==> config.mk <==
export PLATFORM = sky130hd
export DESIGN_NAME = risc_instruction_field_decoder_unit_flat
export DESIGN_NICKNAME = d
export VERILOG_FILES = /design/src/hw/rtl/rifd_pkg.sv /design/src/hw/rtl/rifd_if.sv /design/src/hw/rtl/rifd_classify.sv /design/src/hw/rtl/rifd_operand.sv /design/src/hw/rtl/risc_instruction_field_decoder_unit.sv /design/src/flat_wrapper.sv
export SDC_FILE = /design/constraint.sdc
export NUM_CORES = 1
export LEC_CHECK = 0
export ABC_AREA = 1
export BUFFER_PORTS_ARGS = -buffer_cell sky130_fd_sc_hd__clkbuf_2
export CAP_MARGIN = 20
export CORE_ASPECT_RATIO = 1.5
export CORE_MARGIN = 5
export CORE_UTILIZATION = 43
export CTS_CLUSTER_DIAMETER = 50
export DETAILED_ROUTE_END_ITERATION = 16
export HOLD_SLACK_MARGIN = 0.03
export PLACE_DENSITY_LB_ADDON = 0.25
export SYNTH_ARGS = -nofsm -noshare
export SYNTH_HDL_FRONTEND = slang
export SYNTH_HIERARCHICAL = 1
export SYNTH_SLANG_ARGS = --single-unit
==> constraint.sdc <==
create_clock -name clk -period 7.55 [get_ports clk]
set_clock_uncertainty 0.1 [all_clocks]
set_input_delay 1.1325 -clock clk [delete_from_list [all_inputs] [get_ports clk]]
set_output_delay 1.1325 -clock clk [all_outputs]
set_load 0.05 [all_outputs]
==> src/hw/rtl/rifd_pkg.sv <==
`default_nettype none
package rifd_pkg;

	// Mnemonic codes, dense numbering, ILL is zero
	typedef enum logic [5:0] {
		MN_ILL, MN_LDSID, MN_MTSP, MN_AND, MN_NOP, MN_OR, MN_XOR, MN_SUB, MN_ADD,
		MN_SH1ADD, MN_SH2ADD, MN_LDX, MN_LDIL, MN_FLDDS, MN_FSTDS, MN_FLDDX,
		MN_FSTDX, MN_FTEST, MN_FCMP, MN_FADD, MN_FSUB, MN_FMUL, MN_FDIV, MN_LDO,
		MN_LDB, MN_LDH, MN_LDW, MN_STB, MN_STH, MN_STW, MN_COMBT, MN_COMIBT,
		MN_COMBF, MN_COMIBF, MN_ADDIBT, MN_ADDIBF, MN_EXTRS, MN_BE, MN_BLE,
		MN_BL, MN_BV
	} mnem_t;

	// How the immediate is reassembled
	typedef enum logic [2:0] {
		IMM_NONE, IMM_DISP14, IMM_IMM5, IMM_OFF12, IMM_BR17, IMM_LEFT21, IMM_EXTPOS
	} imm_form_t;

	typedef struct packed {
		mnem_t     mnem;
		imm_form_t form;
	} class_t;

	typedef struct packed {
		mnem_t              mnemonic;
		logic [4:0]         reg_a;
		logic [4:0]         reg_b;
		logic [4:0]         reg_c;
		logic [2:0]         space_reg;
		logic [2:0]         condition;
		logic [2:0]         load_size;
		logic signed [31:0] immediate;
		logic [5:0]         field_length;
	} result_t;

	// Major opcodes
	localparam logic [5:0] OP_SYS    = 6'h00;
	localparam logic [5:0] OP_ARITH  = 6'h02;
	localparam logic [5:0] OP_LDX    = 6'h03;
	localparam logic [5:0] OP_LDIL   = 6'h08;
	localparam logic [5:0] OP_FMEM   = 6'h0B;
	localparam logic [5:0] OP_FLOAT  = 6'h0C;
	localparam logic [5:0] OP_LDO    = 6'h0D;
	localparam logic [5:0] OP_LDB    = 6'h10;
	localparam logic [5:0] OP_LDH    = 6'h11;
	localparam logic [5:0] OP_LDW    = 6'h12;
	localparam logic [5:0] OP_STB    = 6'h18;
	localparam logic [5:0] OP_STH    = 6'h19;
	localparam logic [5:0] OP_STW    = 6'h1A;
	localparam logic [5:0] OP_COMBT  = 6'h20;
	localparam logic [5:0] OP_COMIBT = 6'h21;
	localparam logic [5:0] OP_COMBF  = 6'h22;
	localparam logic [5:0] OP_COMIBF = 6'h23;
	localparam logic [5:0] OP_ADDIBT = 6'h29;
	localparam logic [5:0] OP_ADDIBF = 6'h2B;
	localparam logic [5:0] OP_EXTRS  = 6'h34;
	localparam logic [5:0] OP_BE     = 6'h38;
	localparam logic [5:0] OP_BLE    = 6'h39;
	localparam logic [5:0] OP_BRANCH = 6'h3A;

	// System sub-opcodes (bits 12-5)
	localparam logic [7:0] SYS_LDSID = 8'h85;
	localparam logic [7:0] SYS_MTSP  = 8'hC1;

	// Arithmetic sub-opcodes (bits 11-5)
	localparam logic [6:0] SUB_AND    = 7'h10;
	localparam logic [6:0] SUB_OR     = 7'h12;
	localparam logic [6:0] SUB_XOR    = 7'h14;
	localparam logic [6:0] SUB_SUB    = 7'h20;
	localparam logic [6:0] SUB_ADD    = 7'h30;
	localparam logic [6:0] SUB_SH1ADD = 7'h32;
	localparam logic [6:0] SUB_SH2ADD = 7'h34;

	// Float types (bits 12-9)
	localparam logic [3:0] FT_TEST  = 4'd2;
	localparam logic [3:0] FT_CMP   = 4'd6;
	localparam logic [3:0] FT_ARITH = 4'd7;

	// Branch conditions of the BL/BV group
	localparam logic [2:0] BR_COND_BL = 3'd0;
	localparam logic [2:0] BR_COND_BV = 3'd6;

	localparam logic [5:0] EXT_WORD_BITS = 6'd32;

endpackage
`default_nettype wire

==> src/hw/rtl/rifd_if.sv <==
`default_nettype none
// Instruction word channel
interface rifd_in_if;
	logic        valid;
	logic        ready;
	logic [31:0] instruction_word;

	modport source (output valid, output instruction_word, input ready);
	modport sink (input valid, input instruction_word, output ready);
endinterface

// Decoded result channel
interface rifd_out_if;
	logic               valid;
	logic               ready;
	logic [5:0]         mnemonic;
	logic [4:0]         reg_a;
	logic [4:0]         reg_b;
	logic [4:0]         reg_c;
	logic [2:0]         space_reg;
	logic [2:0]         condition;
	logic [2:0]         load_size;
	logic signed [31:0] immediate;
	logic [5:0]         field_length;

	modport source (output valid, output mnemonic, output reg_a, output reg_b,
		output reg_c, output space_reg, output condition, output load_size,
		output immediate, output field_length, input ready);
	modport sink (input valid, input mnemonic, input reg_a, input reg_b,
		input reg_c, input space_reg, input condition, input load_size,
		input immediate, input field_length, output ready);
endinterface
`default_nettype wire

==> src/hw/rtl/rifd_classify.sv <==
`default_nettype none
module rifd_classify import rifd_pkg::*; (
	input  logic [31:0] word,
	output class_t      cls
);

	logic [5:0] op;
	logic [6:0] subop;
	logic [7:0] sysop;
	logic [3:0] ftype;
	logic [2:0] cond;

	assign op    = word[31:26];
	assign subop = word[11:5];
	assign sysop = word[12:5];
	assign ftype = word[12:9];
	assign cond  = word[15:13];

	// Resolve major opcode and sub-opcode into a mnemonic and immediate form
	always_comb begin
		cls.mnem = MN_ILL;
		cls.form = IMM_NONE;
		case (op)
			OP_SYS: begin
				if (sysop == SYS_LDSID) cls.mnem = MN_LDSID;
				else if (sysop == SYS_MTSP) cls.mnem = MN_MTSP;
			end
			OP_ARITH: begin
				case (subop)
					SUB_AND:    cls.mnem = MN_AND;
					SUB_OR:     cls.mnem = (word[25:16] == 10'd0 && word[4:0] == 5'd0)
						? MN_NOP : MN_OR;
					SUB_XOR:    cls.mnem = MN_XOR;
					SUB_SUB:    cls.mnem = MN_SUB;
					SUB_ADD:    cls.mnem = MN_ADD;
					SUB_SH1ADD: cls.mnem = MN_SH1ADD;
					SUB_SH2ADD: cls.mnem = MN_SH2ADD;
					default:    cls.mnem = MN_ILL;
				endcase
			end
			OP_LDX:  cls.mnem = MN_LDX;
			OP_LDIL: begin
				cls.mnem = MN_LDIL;
				cls.form = IMM_LEFT21;
			end
			OP_FMEM: begin
				if (word[12]) begin
					cls.mnem = word[9] ? MN_FSTDS : MN_FLDDS;
					cls.form = IMM_IMM5;
				end else begin
					cls.mnem = word[9] ? MN_FSTDX : MN_FLDDX;
				end
			end
			OP_FLOAT: begin
				if (ftype == FT_TEST) cls.mnem = MN_FTEST;
				else if (ftype == FT_CMP) cls.mnem = MN_FCMP;
				else if (ftype == FT_ARITH && !cond[2]) begin
					case (cond[1:0])
						2'd0:    cls.mnem = MN_FADD;
						2'd1:    cls.mnem = MN_FSUB;
						2'd2:    cls.mnem = MN_FMUL;
						default: cls.mnem = MN_FDIV;
					endcase
				end
			end
			OP_LDO: begin cls.mnem = MN_LDO; cls.form = IMM_DISP14; end
			OP_LDB: begin cls.mnem = MN_LDB; cls.form = IMM_DISP14; end
			OP_LDH: begin cls.mnem = MN_LDH; cls.form = IMM_DISP14; end
			OP_LDW: begin cls.mnem = MN_LDW; cls.form = IMM_DISP14; end
			OP_STB: begin cls.mnem = MN_STB; cls.form = IMM_DISP14; end
			OP_STH: begin cls.mnem = MN_STH; cls.form = IMM_DISP14; end
			OP_STW: begin cls.mnem = MN_STW; cls.form = IMM_DISP14; end
			OP_COMBT:  begin cls.mnem = MN_COMBT;  cls.form = IMM_OFF12; end
			OP_COMIBT: begin cls.mnem = MN_COMIBT; cls.form = IMM_OFF12; end
			OP_COMBF:  begin cls.mnem = MN_COMBF;  cls.form = IMM_OFF12; end
			OP_COMIBF: begin cls.mnem = MN_COMIBF; cls.form = IMM_OFF12; end
			OP_ADDIBT: begin cls.mnem = MN_ADDIBT; cls.form = IMM_OFF12; end
			OP_ADDIBF: begin cls.mnem = MN_ADDIBF; cls.form = IMM_OFF12; end
			OP_EXTRS:  begin cls.mnem = MN_EXTRS;  cls.form = IMM_EXTPOS; end
			OP_BE:     begin cls.mnem = MN_BE;     cls.form = IMM_BR17; end
			OP_BLE:    begin cls.mnem = MN_BLE;    cls.form = IMM_BR17; end
			OP_BRANCH: begin
				if (cond == BR_COND_BL) begin
					cls.mnem = MN_BL;
					cls.form = IMM_BR17;
				end else if (cond == BR_COND_BV) begin
					cls.mnem = MN_BV;
				end
			end
			default: begin
				cls.mnem = MN_ILL;
				cls.form = IMM_NONE;
			end
		endcase
	end

endmodule
`default_nettype wire

==> src/hw/rtl/rifd_operand.sv <==
`default_nettype none
module rifd_operand import rifd_pkg::*; (
	input  logic [31:0] word,
	input  class_t      cls,
	output result_t     res
);

	logic sgn;

	assign sgn = word[0];

	// Gather register, space, condition and size fields, then rebuild the immediate
	always_comb begin
		res.mnemonic  = cls.mnem;
		res.reg_a     = word[25:21];
		res.reg_b     = word[20:16];
		res.reg_c     = word[4:0];
		res.space_reg = {word[13], word[15], word[14]};
		res.condition = (cls.mnem == MN_FCMP) ? word[4:2] : word[15:13];
		res.load_size = (cls.mnem == MN_LDX) ? word[8:6] : 3'd0;
		res.field_length = (cls.mnem == MN_EXTRS)
			? EXT_WORD_BITS - {1'b0, word[4:0]} : 6'd0;

		// Reassemble the immediate from its scattered bits
		case (cls.form)
			IMM_DISP14: res.immediate = {{19{sgn}}, word[13:1]};
			IMM_IMM5:   res.immediate = {{28{word[16]}}, word[20:17]};
			IMM_OFF12:  res.immediate = {{21{sgn}}, word[2], word[12:3]};
			IMM_BR17:   res.immediate = {{14{sgn}}, word[20:16], word[2], word[12:3], 2'b00};
			IMM_LEFT21: res.immediate = {word[0], word[11:1], word[15:14], word[20:16],
				word[13:12], 11'd0};
			IMM_EXTPOS: res.immediate = {27'd0, word[9:5]};
			default:    res.immediate = 32'sd0;
		endcase
	end

endmodule
`default_nettype wire

==> src/hw/rtl/risc_instruction_field_decoder_unit.sv <==
// Instruction field decoder, three register stages: input, classify, operands.
// A result passes the input, classify and operand registers before it is valid.
// Throughput: one item per cycle; a stall holds full stages, empty ones still fill.
// Reset (arst_n low, asynchronous) clears the stage valid bits only.
`default_nettype none
module risc_instruction_field_decoder_unit import rifd_pkg::*; (
	input  logic      clk,
	input  logic      arst_n,
	rifd_in_if.sink   in_ch,
	rifd_out_if.source out_ch
);

	logic        valid_s1, valid_s2, valid_s3;
	logic [31:0] word_s1, word_s2;
	class_t      cls_s2;
	result_t     res_s3;
	class_t      cls_d;
	result_t     res_d;
	logic        adv1, adv2, adv3;

	// Each stage moves when it is empty or the stage after it moves
	assign adv3 = !valid_s3 || out_ch.ready;
	assign adv2 = !valid_s2 || adv3;
	assign adv1 = !valid_s1 || adv2;
	assign in_ch.ready = adv1;

	rifd_classify u_classify (
		.word (word_s1),
		.cls  (cls_d)
	);

	rifd_operand u_operand (
		.word (word_s2),
		.cls  (cls_s2),
		.res  (res_d)
	);

	// Advance valid bits
	always_ff @(posedge clk or negedge arst_n) begin
		if (!arst_n) begin
			valid_s1 <= 1'b0;
			valid_s2 <= 1'b0;
			valid_s3 <= 1'b0;
		end else begin
			if (adv1) valid_s1 <= in_ch.valid;
			if (adv2) valid_s2 <= valid_s1;
			if (adv3) valid_s3 <= valid_s2;
		end
	end

	// Advance payload, hold on stall
	always_ff @(posedge clk) begin
		if (adv1 && in_ch.valid) word_s1 <= in_ch.instruction_word;
		if (adv2 && valid_s1) begin
			word_s2 <= word_s1;
			cls_s2  <= cls_d;
		end
		if (adv3 && valid_s2) res_s3 <= res_d;
	end

	// Drive the result channel
	assign out_ch.valid        = valid_s3;
	assign out_ch.mnemonic     = res_s3.mnemonic;
	assign out_ch.reg_a        = res_s3.reg_a;
	assign out_ch.reg_b        = res_s3.reg_b;
	assign out_ch.reg_c        = res_s3.reg_c;
	assign out_ch.space_reg    = res_s3.space_reg;
	assign out_ch.condition    = res_s3.condition;
	assign out_ch.load_size    = res_s3.load_size;
	assign out_ch.immediate    = res_s3.immediate;
	assign out_ch.field_length = res_s3.field_length;

endmodule
`default_nettype wire

==> src/flat_wrapper.sv <==
// flat-port wrapper written by rule: the top's interface ports become plain ports
module risc_instruction_field_decoder_unit_flat import rifd_pkg::*;
  (clk, arst_n, in_ch_valid, in_ch_instruction_word, in_ch_ready, out_ch_valid, out_ch_mnemonic, out_ch_reg_a, out_ch_reg_b, out_ch_reg_c, out_ch_space_reg, out_ch_condition, out_ch_load_size, out_ch_immediate, out_ch_field_length, out_ch_ready);
  rifd_in_if in_ch_i ();
  rifd_out_if out_ch_i ();
  input  logic clk;
  input  logic arst_n;
  input wire logic [$bits(in_ch_i.valid)-1:0] in_ch_valid;
  input wire logic [$bits(in_ch_i.instruction_word)-1:0] in_ch_instruction_word;
  output wire logic [$bits(in_ch_i.ready)-1:0] in_ch_ready;
  output wire logic [$bits(out_ch_i.valid)-1:0] out_ch_valid;
  output wire logic [$bits(out_ch_i.mnemonic)-1:0] out_ch_mnemonic;
  output wire logic [$bits(out_ch_i.reg_a)-1:0] out_ch_reg_a;
  output wire logic [$bits(out_ch_i.reg_b)-1:0] out_ch_reg_b;
  output wire logic [$bits(out_ch_i.reg_c)-1:0] out_ch_reg_c;
  output wire logic [$bits(out_ch_i.space_reg)-1:0] out_ch_space_reg;
  output wire logic [$bits(out_ch_i.condition)-1:0] out_ch_condition;
  output wire logic [$bits(out_ch_i.load_size)-1:0] out_ch_load_size;
  output wire logic [$bits(out_ch_i.immediate)-1:0] out_ch_immediate;
  output wire logic [$bits(out_ch_i.field_length)-1:0] out_ch_field_length;
  input wire logic [$bits(out_ch_i.ready)-1:0] out_ch_ready;
  assign in_ch_i.valid = in_ch_valid;
  assign in_ch_i.instruction_word = in_ch_instruction_word;
  assign in_ch_ready = in_ch_i.ready;
  assign out_ch_valid = out_ch_i.valid;
  assign out_ch_mnemonic = out_ch_i.mnemonic;
  assign out_ch_reg_a = out_ch_i.reg_a;
  assign out_ch_reg_b = out_ch_i.reg_b;
  assign out_ch_reg_c = out_ch_i.reg_c;
  assign out_ch_space_reg = out_ch_i.space_reg;
  assign out_ch_condition = out_ch_i.condition;
  assign out_ch_load_size = out_ch_i.load_size;
  assign out_ch_immediate = out_ch_i.immediate;
  assign out_ch_field_length = out_ch_i.field_length;
  assign out_ch_i.ready = out_ch_ready;
  risc_instruction_field_decoder_unit u_core (.clk(clk), .arst_n(arst_n), .in_ch(in_ch_i), .out_ch(out_ch_i));
endmodule
==> run_results.csv <==
group,metric,value,unit
clocking,clk_pin_slew,0.05,ns
sta,fin_crit_sh,0.396,
sta,finalMaxSlewViolations,0,
cells_and_area,finalNonFillerCells,899,
cells_and_area,diodes,0,
global_route,grt_pass1_wl,21.0,mm
global_route,gr-usage-met1,0.163,
floorplanning,die-area,17500,sq um
setup_path,crit_required,6.32,ns
sta,hold_viol,0,
setup_path,worstSetupStartpointType,"primary input",
clocking,cts_hold_buffers,0,
power_and_ir_drop,powerDensity,314,nW/um^2
global_route,grt_util_all_layers,0.156,
setup_path,crit_path_end_kind,"output pin",
floorplanning,pin_count,106,
clocking,cts.htree.levels,4,
yosys,syn-num-nets,638,
detailed_routing,wl,12.9,mm
setup_path,rr_startpoint,"u_core/cls_s2[2]",
global_route,grt_busiest_layer,"met2",
detailed_routing,drtPass1Iterations,7,
floorplanning,start_util,0.438,
detailed_routing,vias,4330,
detailed_routing,drt_iter0_drc,210,
placed_design,gp_congestion,0.886,
global_route,grt_pass1_vias,4446,
global_route,grt_overflow,0,
global_route,antenna_found_initial,0,
clocking,cts_setup_buffers,0,
yosys,syn-cell-area,6390,sq um
hold_path,hold_class,"reg -> reg",
cells_and_area,nFillCells,1346,
setup_path,r2r_end,"u_core/out_ch.immediate[19]",
sta,max-slew-margin-rel,0.433,
detailed_routing,avgViaCountPerCell,4.82,
setup_path,path_class,"in -> out",
yosys,post_synth.cell_area_avg,10.7,sq um
detailed_routing,drc,0,
flow_run,max_cap_viol_count,0,
sta,fin_crit,2.99,ns
global_route,grt_util_met3,0.0377,
clocking,post_cts_resized,0,
detailed_routing,wl_per_cell,14.3,microns
floorplanning,core_area,14600,sq um
hold_path,min_path_cells,0,
clocking,ctsLongestPathBuffers,2,
hold_path,hold_start,"u_core/word_s2[24]",
cells_and_area,drive_gt1_frac,0.266,
setup_path,reg2reg_slack,5.59,ns
clocking,numClockSinks,138,
setup_path,cp_data_arrival_time,1.75,ns
sta,setup-tns-final,0,ns
yosys,synthCells,596,
cells_and_area,area_growth,18.1,%
global_route,grt_use_met2,0.280,
sta,worstMarginPinSlew,0.850,ns
floorplanning,dieHeight,159,microns
setup_path,ff2ff_path_depth,5,
power_and_ir_drop,vdd_ir_drop_max,148,uV
sta,finalSetupViolCount,0,
setup_path,crit_fanout,4,
detailed_routing,ant_nets,0,
floorplanning,rows,54,
clocking,cts-root-buf,"clkbuf_16",
placed_design,port_buffers,105,
sta,fmax,335,MHz
cells_and_area,finalNetCount,732,
outcome,outcome,"finished, final reports clean",
placed_design,place.detailed.hpwl,9.75,mm
floorplanning,die_w,110,microns
clocking,cts_buffers,17,
power_and_ir_drop,leakagePower,3.39,nW
yosys,yosysWarnings,6,
placed_design,placedCellCount,867,
clocking,insertion_delay,0.42,ns
sta,grt_setup_unrepaired,"false",
global_route,grt_max_degree,69,
clocking,cts_tree,"yes",
hold_path,hold_end,"u_core/out_ch.reg_a[3]",
## worst max-delay path by stage
stage	start	endpoint	cells after the start
finish	out_ch_ready	in_ch_ready	4
global route	out_ch_ready	in_ch_ready	4
CTS	out_ch_ready	in_ch_ready	4
detailed placement	out_ch_ready	in_ch_ready	4
global placement	out_ch_ready	in_ch_ready	4
floorplan	out_ch_ready	u_core/out_ch.condition[0]	2
## per-layer routing
metal  vias up  routed length, microns
met1      1978                    4720
met3        42                     730
li1       2156                       -
met4         0                     580
met2       154                    6830
met5         -                       0
## area by class of cell
type / count / area (sq um) / share of cell area
Sequential cell: 138 / 4130 / 0.547
Timing Repair Buffer: 108 / 568 / 0.0752
Clock inverter: 14 / 161 / 0.0214
Clock buffer: 18 / 429 / 0.0568
Tap cell: 196 / 245 / 0.0325
Multi-Input combinational cell: 354 / 1750 / 0.231
Inverter: 71 / 270 / 0.0358
## critical path: stages
cell and delay [ns]:
clkbuf_2 0.08, inv_1 0.14, nand4_2 0.13, clkbuf_2 0.26
## cells in the final DEF (no fill, tap or decap), types with 3 or more instances in the layout
cell        instances
a21oi_1             4
clkbuf_16          17
clkbuf_2          105
clkinvlp_4          3
dfrtp_1             3
edfxtp_1          135
ha_1                6
inv_1              56
inv_2              12
inv_6               4
nand2_1           124
nand2_2             8
nand3_1            46
nand3_2             3
nand3b_1            3
nand4_1            19
nor2_1            104
nor2_2              7
nor2_4              7
nor3_1              7
## through the flow
| step | power, mW | worst slack (ns) | util | hold slack [ns] | cell area, sq um |
|---|---|---|---|---|---|
| 2_1_floorplan | 1.46 | 2.42 | - | 0.326 | 6390 |
| 3_3_place_gp | 1.55 | 4.59 | 0.475 | 0.305 | 6930 |
| 3_5_place_dp | 1.57 | 4.55 | 0.477 | 0.305 | 6960 |
| 4_1_cts | 2.40 | 4.55 | 0.517 | 0.322 | 7550 |
| 5_1_grt | 2.47 | 4.51 | 0.517 | 0.322 | 7550 |
| 6_report | 2.37 | 4.56 | 0.517 | 0.319 | 7550 |
## power breakdown
| part | internal [mW] | switching [mW] |
|---|---|---|
| Clock | 0.494 | 0.331 |
| Sequential | 0.987 | 0.0679 |
| Combinational | 0.0982 | 0.391 |
Power figures use the tool's default switching activity.
